File: src/sv/plte_pkg.sv
// Package for the path length and time estimator: payload structs and
// fixed constants. Depends on nothing; taken in by the top level.
`default_nettype none

package plte_pkg;

    localparam int unsigned COORD_W = 24;
    localparam int unsigned DIFF_W  = COORD_W + 1;
    localparam int unsigned SQ_W    = 2 * DIFF_W;
    localparam int unsigned SEG_W   = 26;
    localparam int unsigned ROOT_W  = 25;
    localparam int unsigned TOT_W   = 48;
    localparam int unsigned CNT_W   = 32;
    localparam int unsigned RATE_W  = 17;
    localparam int unsigned MULC_W  = 16;
    localparam int unsigned DVD_W   = ROOT_W + MULC_W;

    localparam int unsigned SQ_STEPS   = DIFF_W;
    localparam int unsigned ROOT_STEPS = ROOT_W;
    localparam int unsigned DIV_STEPS  = DVD_W;

    localparam logic [RATE_W-1:0] RAPID_RATE    = 17'd5000;
    localparam logic [RATE_W-1:0] FEED_RESET    = 17'd1000;
    localparam logic [MULC_W-1:0] US_PER_MM_MIN = 16'd60000;

    typedef struct packed {
        logic                      start_path;
        logic signed [COORD_W-1:0] x_um;
        logic signed [COORD_W-1:0] y_um;
        logic signed [COORD_W-1:0] z_um;
        logic                      is_rapid;
    } t_point;

    typedef struct packed {
        logic [SEG_W-1:0] segment_length_um;
        logic [TOT_W-1:0] total_distance_um;
        logic [TOT_W-1:0] total_time_us;
        logic [CNT_W-1:0] move_count;
    } t_result;

endpackage

`default_nettype wire

File: src/sv/plte_stream_if.sv
// Valid/ready stream channel carrying one payload of type T.
// Stands alone; the payload type comes from plte_pkg at the instance.
`default_nettype none

interface plte_stream_if #(
    parameter type T = logic
) ();
    logic valid;
    logic ready;
    T     data;

    modport source (output valid, output data, input ready);
    modport sink   (input valid, input data, output ready);
endinterface

`default_nettype wire

File: src/sv/path_length_time_estimator.sv
// Top level of the toolpath length and machining time estimator.
// Depends on plte_pkg and on plte_stream_if for its two channels.
//
// Use: points arrive on i_point (valid/ready); one request on i_point gives
// exactly one request on o_result carrying the segment length and the
// running totals. feed_rate is written through the APB port at addresses 0 to 3.
// A point that starts a path, or the first point after reset, goes straight
// to the final state. Any other point passes through the three bit-serial
// squarers, the two sum states, the restoring square root, the constant
// product and the restoring divider, one point at a time. A zero-length
// segment skips the divider.
// A finished result waits in the output register; the block takes the next
// point while it waits and only holds its final state if that point is
// done before the receiver has taken the earlier result.
// Reset is synchronous and clears the previous point, the totals, the
// output valid flag and sets feed_rate to 1000 mm/min.
`default_nettype none

module path_length_time_estimator
    import plte_pkg::*;
(
    input  wire logic         i_clk,
    input  wire logic         i_rst_n,
    plte_stream_if.sink       i_point,
    plte_stream_if.source     o_result,
    input  wire logic         psel,
    input  wire logic         penable,
    input  wire logic         pwrite,
    input  wire logic [2:0]   paddr,
    input  wire logic [31:0]  pwdata,
    output logic      [31:0]  prdata,
    output logic              pready
);

    typedef enum logic [2:0] {
        S_IDLE,
        S_SQR,
        S_SUM1,
        S_SUM2,
        S_SQRT,
        S_MUL,
        S_DIV,
        S_FIN
    } t_state;

    t_state              r_state;
    logic [5:0]          r_cnt;
    logic [RATE_W-1:0]   r_feed_rate;

    logic [COORD_W-1:0]  r_prev_x, r_prev_y, r_prev_z;
    logic                r_have_prev;
    logic [TOT_W-1:0]    r_dist;
    logic [TOT_W-1:0]    r_time;
    logic [CNT_W-1:0]    r_moves;
    logic                r_rapid;

    logic [DIFF_W-1:0]   r_ax, r_ay, r_az;
    logic [DIFF_W-1:0]   r_bx, r_by, r_bz;
    logic [SQ_W-1:0]     r_px, r_py, r_pz;
    logic [SQ_W-1:0]     r_rad;
    logic [ROOT_W+1:0]   r_rem;
    logic [ROOT_W-1:0]   r_root;
    logic [ROOT_W-1:0]   r_seg;
    logic [DVD_W-1:0]    r_dvd;
    logic [RATE_W-1:0]   r_drem;
    logic [RATE_W-1:0]   r_divisor;

    logic                r_out_valid;
    t_result             r_out;

    logic                in_fire;
    logic                cfg_wr;
    logic [DIFF_W-1:0]   n_ax, n_ay, n_az;
    logic [DIFF_W:0]     n_sx, n_sy, n_sz;
    logic [ROOT_W+3:0]   n_cur, n_trial, n_diff;
    logic [RATE_W:0]     n_dcur, n_ddiff;
    logic [TOT_W:0]      n_dist_sum, n_time_sum;
    logic [TOT_W-1:0]    n_dist, n_time;
    logic [CNT_W-1:0]    n_moves;
    logic [RATE_W-1:0]   n_rate;

    function automatic logic [DIFF_W-1:0] abs_diff(input logic [COORD_W-1:0] a,
                                                   input logic [COORD_W-1:0] b);
        logic [DIFF_W-1:0] d;
        d = {a[COORD_W-1], a} - {b[COORD_W-1], b};
        return d[DIFF_W-1] ? (~d + 1'b1) : d;
    endfunction

    assign in_fire        = i_point.valid && i_point.ready;
    assign i_point.ready  = (r_state == S_IDLE);
    assign o_result.valid = r_out_valid;
    assign o_result.data  = r_out;

    assign pready = 1'b1;
    assign cfg_wr = psel && penable && pwrite && !paddr[2];
    assign prdata = paddr[2] ? 32'd0 : {{(32-RATE_W){1'b0}}, r_feed_rate};

    always_comb begin
        n_ax = abs_diff(i_point.data.x_um, r_prev_x);
        n_ay = abs_diff(i_point.data.y_um, r_prev_y);
        n_az = abs_diff(i_point.data.z_um, r_prev_z);

        // LSB-first shift-add: only the upper half of each product is added.
        n_sx = {1'b0, r_px[SQ_W-1:DIFF_W]} + (r_bx[0] ? {1'b0, r_ax} : '0);
        n_sy = {1'b0, r_py[SQ_W-1:DIFF_W]} + (r_by[0] ? {1'b0, r_ay} : '0);
        n_sz = {1'b0, r_pz[SQ_W-1:DIFF_W]} + (r_bz[0] ? {1'b0, r_az} : '0);

        // Square root, two radicand bits per step.
        n_cur   = {r_rem, r_rad[SQ_W-1:SQ_W-2]};
        n_trial = {2'b00, r_root, 2'b01};
        n_diff  = n_cur - n_trial;

        // Restoring divider, one quotient bit per step.
        n_dcur  = {r_drem, r_dvd[DVD_W-1]};
        n_ddiff = n_dcur - {1'b0, r_divisor};

        n_rate = r_rapid ? RAPID_RATE
                         : ((r_feed_rate == '0) ? {{(RATE_W-1){1'b0}}, 1'b1} : r_feed_rate);

        n_dist_sum = {1'b0, r_dist} + {{(TOT_W+1-ROOT_W){1'b0}}, r_seg};
        n_time_sum = {1'b0, r_time} + {{(TOT_W+1-DVD_W){1'b0}}, r_dvd};
        n_dist     = n_dist_sum[TOT_W] ? '1 : n_dist_sum[TOT_W-1:0];
        n_time     = r_time;
        n_moves    = r_moves;
        if (r_seg != '0) begin
            n_time  = n_time_sum[TOT_W] ? '1 : n_time_sum[TOT_W-1:0];
            n_moves = (r_moves == '1) ? r_moves : r_moves + 1'b1;
        end
    end

    always_ff @(posedge i_clk) begin
        if (!i_rst_n) begin
            r_state     <= S_IDLE;
            r_cnt       <= '0;
            r_feed_rate <= FEED_RESET;
            r_prev_x    <= '0;
            r_prev_y    <= '0;
            r_prev_z    <= '0;
            r_have_prev <= 1'b0;
            r_dist      <= '0;
            r_time      <= '0;
            r_moves     <= '0;
            r_out_valid <= 1'b0;
        end else begin
            if (cfg_wr) begin
                r_feed_rate <= pwdata[RATE_W-1:0];
            end
            // In the final state a taken result is replaced by the new one below.
            if (o_result.valid && o_result.ready && r_state != S_FIN) begin
                r_out_valid <= 1'b0;
            end

            case (r_state)
                S_IDLE: begin
                    if (in_fire) begin
                        r_prev_x    <= i_point.data.x_um;
                        r_prev_y    <= i_point.data.y_um;
                        r_prev_z    <= i_point.data.z_um;
                        r_have_prev <= 1'b1;
                        r_rapid     <= i_point.data.is_rapid;
                        r_ax        <= n_ax;
                        r_ay        <= n_ay;
                        r_az        <= n_az;
                        r_bx        <= n_ax;
                        r_by        <= n_ay;
                        r_bz        <= n_az;
                        r_px        <= '0;
                        r_py        <= '0;
                        r_pz        <= '0;
                        r_seg       <= '0;
                        r_cnt       <= '0;
                        if (i_point.data.start_path) begin
                            r_dist  <= '0;
                            r_time  <= '0;
                            r_moves <= '0;
                            r_state <= S_FIN;
                        end else if (!r_have_prev) begin
                            r_state <= S_FIN;
                        end else begin
                            r_state <= S_SQR;
                        end
                    end
                end
                S_SQR: begin
                    r_px  <= {n_sx, r_px[DIFF_W-1:1]};
                    r_py  <= {n_sy, r_py[DIFF_W-1:1]};
                    r_pz  <= {n_sz, r_pz[DIFF_W-1:1]};
                    r_bx  <= r_bx >> 1;
                    r_by  <= r_by >> 1;
                    r_bz  <= r_bz >> 1;
                    r_cnt <= r_cnt + 1'b1;
                    if (r_cnt == 6'(SQ_STEPS - 1)) begin
                        r_state <= S_SUM1;
                    end
                end
                S_SUM1: begin
                    r_rad   <= r_px + r_py;
                    r_state <= S_SUM2;
                end
                S_SUM2: begin
                    r_rad   <= r_rad + r_pz;
                    r_rem   <= '0;
                    r_root  <= '0;
                    r_cnt   <= '0;
                    r_state <= S_SQRT;
                end
                S_SQRT: begin
                    r_rad <= {r_rad[SQ_W-3:0], 2'b00};
                    if (n_cur >= n_trial) begin
                        r_rem  <= n_diff[ROOT_W+1:0];
                        r_root <= {r_root[ROOT_W-2:0], 1'b1};
                    end else begin
                        r_rem  <= n_cur[ROOT_W+1:0];
                        r_root <= {r_root[ROOT_W-2:0], 1'b0};
                    end
                    r_cnt <= r_cnt + 1'b1;
                    if (r_cnt == 6'(ROOT_STEPS - 1)) begin
                        r_state <= S_MUL;
                    end
                end
                S_MUL: begin
                    r_seg     <= r_root;
                    r_dvd     <= r_root * US_PER_MM_MIN;
                    r_divisor <= n_rate;
                    r_drem    <= '0;
                    r_cnt     <= '0;
                    // A zero-length segment adds no time, so the divide is skipped.
                    r_state   <= (r_root == '0) ? S_FIN : S_DIV;
                end
                S_DIV: begin
                    if (n_dcur >= {1'b0, r_divisor}) begin
                        r_drem <= n_ddiff[RATE_W-1:0];
                        r_dvd  <= {r_dvd[DVD_W-2:0], 1'b1};
                    end else begin
                        r_drem <= n_dcur[RATE_W-1:0];
                        r_dvd  <= {r_dvd[DVD_W-2:0], 1'b0};
                    end
                    r_cnt <= r_cnt + 1'b1;
                    if (r_cnt == 6'(DIV_STEPS - 1)) begin
                        r_state <= S_FIN;
                    end
                end
                S_FIN: begin
                    if (!r_out_valid || o_result.ready) begin
                        r_dist  <= n_dist;
                        r_time  <= n_time;
                        r_moves <= n_moves;
                        r_out.segment_length_um <= {{(SEG_W-ROOT_W){1'b0}}, r_seg};
                        r_out.total_distance_um <= n_dist;
                        r_out.total_time_us     <= n_time;
                        r_out.move_count        <= n_moves;
                        r_out_valid <= 1'b1;
                        r_state     <= S_IDLE;
                    end
                end
                default: begin
                    r_state <= S_IDLE;
                end
            endcase
        end
    end

    // The square root remainder never exceeds twice the partial root.
    a_root_rem: assert property (@(posedge i_clk) disable iff (!i_rst_n)
        (r_state == S_MUL) |-> (r_rem <= {1'b0, r_root, 1'b0}))
        else $error("square root remainder out of range");

    // The divider's partial remainder stays below the divisor.
    a_div_rem: assert property (@(posedge i_clk) disable iff (!i_rst_n)
        (r_state == S_DIV) |-> (r_drem < r_divisor))
        else $error("divider remainder not below divisor");

    // A nonzero segment has always been counted as a move.
    a_move_counted: assert property (@(posedge i_clk) disable iff (!i_rst_n)
        o_result.valid |-> (o_result.data.segment_length_um == '0 ||
                            o_result.data.move_count != '0))
        else $error("nonzero segment without a counted move");

    // The running distance always includes the segment just reported.
    a_dist_covers_seg: assert property (@(posedge i_clk) disable iff (!i_rst_n)
        o_result.valid |-> (o_result.data.total_distance_um >=
                            {{(TOT_W-SEG_W){1'b0}}, o_result.data.segment_length_um}))
        else $error("total distance below segment length");

endmodule

`default_nettype wire

File: src/flat_wrapper.sv
// flat-port wrapper written by rule: the top's interface ports become plain ports
module path_length_time_estimator_flat import plte_pkg::*;
  (i_clk, i_rst_n, psel, penable, pwrite, paddr, pwdata, prdata, pready, i_point_valid, i_point_data, i_point_ready, o_result_valid, o_result_data, o_result_ready);
  plte_stream_if #(.T(t_point)) i_point_i ();
  plte_stream_if #(.T(t_result)) o_result_i ();
  input  wire logic i_clk;
  input  wire logic i_rst_n;
  input  wire logic psel;
  input  wire logic penable;
  input  wire logic pwrite;
  input  wire logic [2:0] paddr;
  input  wire logic [31:0] pwdata;
  output logic      [31:0] prdata;
  output logic pready;
  input wire logic [$bits(i_point_i.valid)-1:0] i_point_valid;
  input wire logic [$bits(i_point_i.data)-1:0] i_point_data;
  output wire logic [$bits(i_point_i.ready)-1:0] i_point_ready;
  output wire logic [$bits(o_result_i.valid)-1:0] o_result_valid;
  output wire logic [$bits(o_result_i.data)-1:0] o_result_data;
  input wire logic [$bits(o_result_i.ready)-1:0] o_result_ready;
  assign i_point_i.valid = i_point_valid;
  assign i_point_i.data = i_point_data;
  assign i_point_ready = i_point_i.ready;
  assign o_result_valid = o_result_i.valid;
  assign o_result_data = o_result_i.data;
  assign o_result_i.ready = o_result_ready;
  path_length_time_estimator u_core (.i_clk(i_clk), .i_rst_n(i_rst_n), .i_point(i_point_i), .o_result(o_result_i), .psel(psel), .penable(penable), .pwrite(pwrite), .paddr(paddr), .pwdata(pwdata), .prdata(prdata), .pready(pready));
endmodule
File: config.mk
export PLATFORM = sky130hd
export DESIGN_NAME = path_length_time_estimator_flat
export DESIGN_NICKNAME = d
export VERILOG_FILES = /design/src/sv/plte_pkg.sv /design/src/sv/plte_stream_if.sv /design/src/sv/path_length_time_estimator.sv /design/src/flat_wrapper.sv
export SDC_FILE = /design/constraint.sdc
export NUM_CORES = 2
export LEC_CHECK = 0
export ABC_AREA = 1
export BUFFER_PORTS_ARGS = -buffer_cell sky130_fd_sc_hd__buf_2
export CORE_UTILIZATION = 63
export DETAILED_ROUTE_END_ITERATION = 10
export GPL_ROUTABILITY_DRIVEN = 1
export PLACE_DENSITY = 0.87
export SKIP_CTS_REPAIR_TIMING = 1
export SYNTH_ARGS = -nofsm -noshare
export SYNTH_HDL_FRONTEND = slang
export SYNTH_SLANG_ARGS = --single-unit
export TNS_END_PERCENT = 1
File: constraint.sdc
create_clock -name i_clk -period 17.39 [get_ports i_clk]
set_input_delay 1.739 -clock i_clk [delete_from_list [all_inputs] [get_ports i_clk]]
set_output_delay 1.739 -clock i_clk [all_outputs]
set_load 0.005 [all_outputs]
==> run_results.csv <==
group,metric,value,unit
status,run_status,"completed",
placed_design,place_area,67790,um2
setup_path,rr_endpoint,"u_core.r_dvd[31]",
floorplanning,dieHeight,323.8,um
layout,fin_area,71010,um2
global_routing,grt_usage,0.3364,
layout,layout.cells.most_common,"nand2_1",
placed_design,routabilityCongestion,0.9978,
synthesis,yosys.area_share.simple,0.2469,
floorplanning,start_util,0.6383,
global_routing,grt_pass1_wl,283.9,mm
route,wl,178.2,mm
route,vias,59590,
route,drc_errors,0,
cts,cts.clk_slew.worst_paths,60,ps
floorplanning,die_area,104800,um2
min_path,hold_start,"u_core.r_have_prev",
placed_design,place_hpwl,136.5,mm
timing,slew_headroom,0.2931,
setup_path,startpoint_type,"flip-flop",
timing,finClkSkew,25.70,ps
setup_path,crit_fanout,7,
setup_path,cp_data_required_time,17830,ps
setup_path,endpoint_kind,"flip-flop",
synthesis,syn_area,65220,um2
min_path,hold_end,"u_core.r_have_prev",
floorplanning,coreArea,102200,um2
timing,slew_violations,0,
synthesis,yosys-mux-area-fraction,0,
synthesis,ys.warnings.count,0,
timing,tns,0,ps
cts,root_buffer,"clkbuf_16",
cts,cts_buffers,96,
placed_design,pre_cts_ws,11510,ps
placed_design,dp_cells,10210,
synthesis,synth_fa_ha_area_frac,0.1257,
timing,rsz0062_at_grt,"false",
cts,cts_buffer_depth,3,
synthesis,synth_top_family_by_area,"simple AND/OR/NAND/NOR gates",
setup_path,r2r_cells,22,
timing,setup_ws,11480,ps
power_and_ir_drop,p_leak,32.15,nW
route,routed_via_density,5.736,
synthesis,seq_area_frac_synth,0.3720,
floorplanning,die_x,323.8,um
placed_design,port_buffers,270,
setup_path,cp.arrival,6350,ps
layout,final_core_util,0.6950,
layout,fill_cells,8444,
synthesis,yosysUniqueCellTypes,61,
layout,syn_to_final_growth,8.878,%
synthesis,avgSynthCellArea,7.471,um2
floorplanning,io_pins,305,
global_routing,grt_max_degree,154,
cts,clkSinkCount,884,
cts,cts_tree,"done",
route,drtIter0Drc,5716,
floorplanning,num_rows,117,
timing,fin_crit,5913,ps
global_routing,antenna_found_initial,3,
layout,fin_cells,10390,
synthesis,postSynthCellCount,8730,
power_and_ir_drop,peakVddDrop,0.0002706,V
timing,finalHoldViolations,0,
synthesis,synth_xor_area_frac,0.02945,
route,antenna_left,0,
timing,setup_viol_count_final,0,
timing,fin_hold_ws,451.3,ps
cts,htreeDepth,3,
cts,clkLatencyLatePin,700,ps
layout,final_cell_mix,"nand2_1 (2216), inv_1 (1278), nor2_1 (866)",
power_and_ir_drop,pwr_density_cell,201.6,nW/um2
setup_path,r2r_slack,11480,ps
flow_run,maxCapViolCount,0,
synthesis,synth_compound_area_frac,0.1377,
min_path,min_path_cells,2,
global_routing,grt_overflow,0,
min_path,hp-class,"reg -> reg",
route,dr.pass1.iters,6,
layout,drive_gt1_frac,0.06486,
power_and_ir_drop,total_power,14.32,mW
timing,fmax,169.1,MHz
synthesis,ys_ff_latch,884,
layout,nets,9643,
route,wl_per_cell,17.15,um
setup_path,r2r_start,"u_core.r_root[4]",
global_routing,grt_pass1_vias,56210,
timing,fin_crit_sh,0.3400,
setup_path,worstSetupPathType,"reg -> reg",
timing,worst_slew_pin_slew,1060,ps
==> worst max-delay path by stage <==
stage / from / end / slack, ps / cells past startpoint
2_1_floorplan: i_point_valid / u_core.r_bx[0] / 3550 / 4
3_3_place_gp: u_core.r_root[5] / u_core.r_dvd[31] / 11620 / 22
3_5_place_dp: u_core.r_root[4] / u_core.r_dvd[31] / 11510 / 22
4_1_cts: u_core.r_root[4] / u_core.r_dvd[31] / 11490 / 22
5_1_grt: u_core.r_root[5] / u_core.r_dvd[31] / 11080 / 22
6_report: u_core.r_root[4] / u_core.r_dvd[31] / 11480 / 22
==> critical path, stage by stage, from the launching register on <==
cell and delay (ps):
edfxtp_1 500, inv_1 340, fa_1 470, inv_1 80
fa_1 460, fa_1 530, inv_1 50, fa_1 500
fa_1 550, inv_1 40, ha_1 350, a21oi_1 160
inv_1 80, a21oi_1 100, a21boi_0 430, o21ai_0 260
nand2_1 110, nand2_1 80, nor2_1 100, nor2_1 50
or2_2 270, nand3_1 80, nand2_1 50
==> state kept, by name (all words and copies together) (netlist names), 32 cells and up <==
signal,cells
u_core.r_py,50
u_core.r_dist,48
u_core.r_pz,50
u_core.r_dvd,41
u_core.r_moves,32
u_core.r_time,48
u_core.r_px,50
u_core.o_result.data,153
u_core.r_rad,50
==> layout make-up <==
| class | instances | area, um2 | share of cell area |
|---|---|---|---|
| antenna | 2 | 5.005 | 0.00007048 |
| clock buffer | 117 | 2531 | 0.03564 |
| clock inverter | 59 | 688.2 | 0.009690 |
| inverter | 1287 | 4840 | 0.06815 |
| multi-input combinational | 6370 | 35360 | 0.4980 |
| sequential | 884 | 24260 | 0.3417 |
| tap | 1368 | 1712 | 0.02410 |
| timing repair buffer | 303 | 1612 | 0.02269 |
==> power breakdown <==
part	leakage [nW]	internal [mW]	switching, mW
clock network	1.54	1.18	0.921
registers	7.99	3.15	0.294
logic	22.6	2.99	5.78
total	32.2	7.32	6.99
==> metal layers <==
metal | up-vias | part of all wire | track usage
li1 | 29260 | - | -
met1 | 27630 | 0.43 | 0.4480
met2 | 2301 | 0.46 | 0.5585
met3 | 398 | 0.071 | 0.04339
met4 | 2 | 0.039 | 0.1281
met5 | - | 0.000073 | 0
==> cell families (layout without fill, tap and decap cells) <==
kind of cell             Yosys count  after routing
AO/OA/AOI/OAI                   1655           1655
XOR/XNOR                         206            206
adder cells (fa/ha/maj)          585            585
buffers and inverters           1491           1766
flip-flops                       884            884
other                              2             19
AND/OR/NAND/NOR                 3907           3907
==> synth_stat cells (all sizes together) <==
library cell | n | area share
o22ai | 5 | 0.00048
clkinv | 2 | 0.00012
o221a | 1 | 0.00017
and2 | 7 | 0.00071
nand2 | 2231 | 0.13
o21a | 36 | 0.0041
and3 | 4 | 0.00038
nor2 | 876 | 0.051
or2 | 63 | 0.0060
a21o | 39 | 0.0045
o32ai | 1 | 0.00013
o2111ai | 4 | 0.00054
inv | 1285 | 0.074
a21oi | 840 | 0.065
a22oi | 3 | 0.00035
nand3b | 35 | 0.0040
o311ai | 1 | 0.00013
a22o | 1 | 0.00013
ha | 468 | 0.090
buf | 59 | 0.0058
a31oi | 55 | 0.0053
a211oi | 8 | 0.00092
conb | 2 | 0.00012
nand3 | 447 | 0.034
a21boi | 36 | 0.0041
a221oi | 4 | 0.00054
xnor2 | 67 | 0.0098
edfxtp | 656 | 0.30
fa | 117 | 0.036
o211ai | 29 | 0.0034
o31ai | 8 | 0.00092
xor2 | 139 | 0.020
nand4 | 86 | 0.0082
o221ai | 6 | 0.00081
nor4b | 1 | 0.00013
nor3 | 110 | 0.0089
nor4 | 44 | 0.0042
o21bai | 44 | 0.0051
o21ai | 531 | 0.041
nor3b | 3 | 0.00035
a311oi | 2 | 0.00027
dfxtp | 228 | 0.070
clkbuf | 145 | 0.0083
o41ai | 1 | 0.00013
Power figures use the tool's default switching activity.
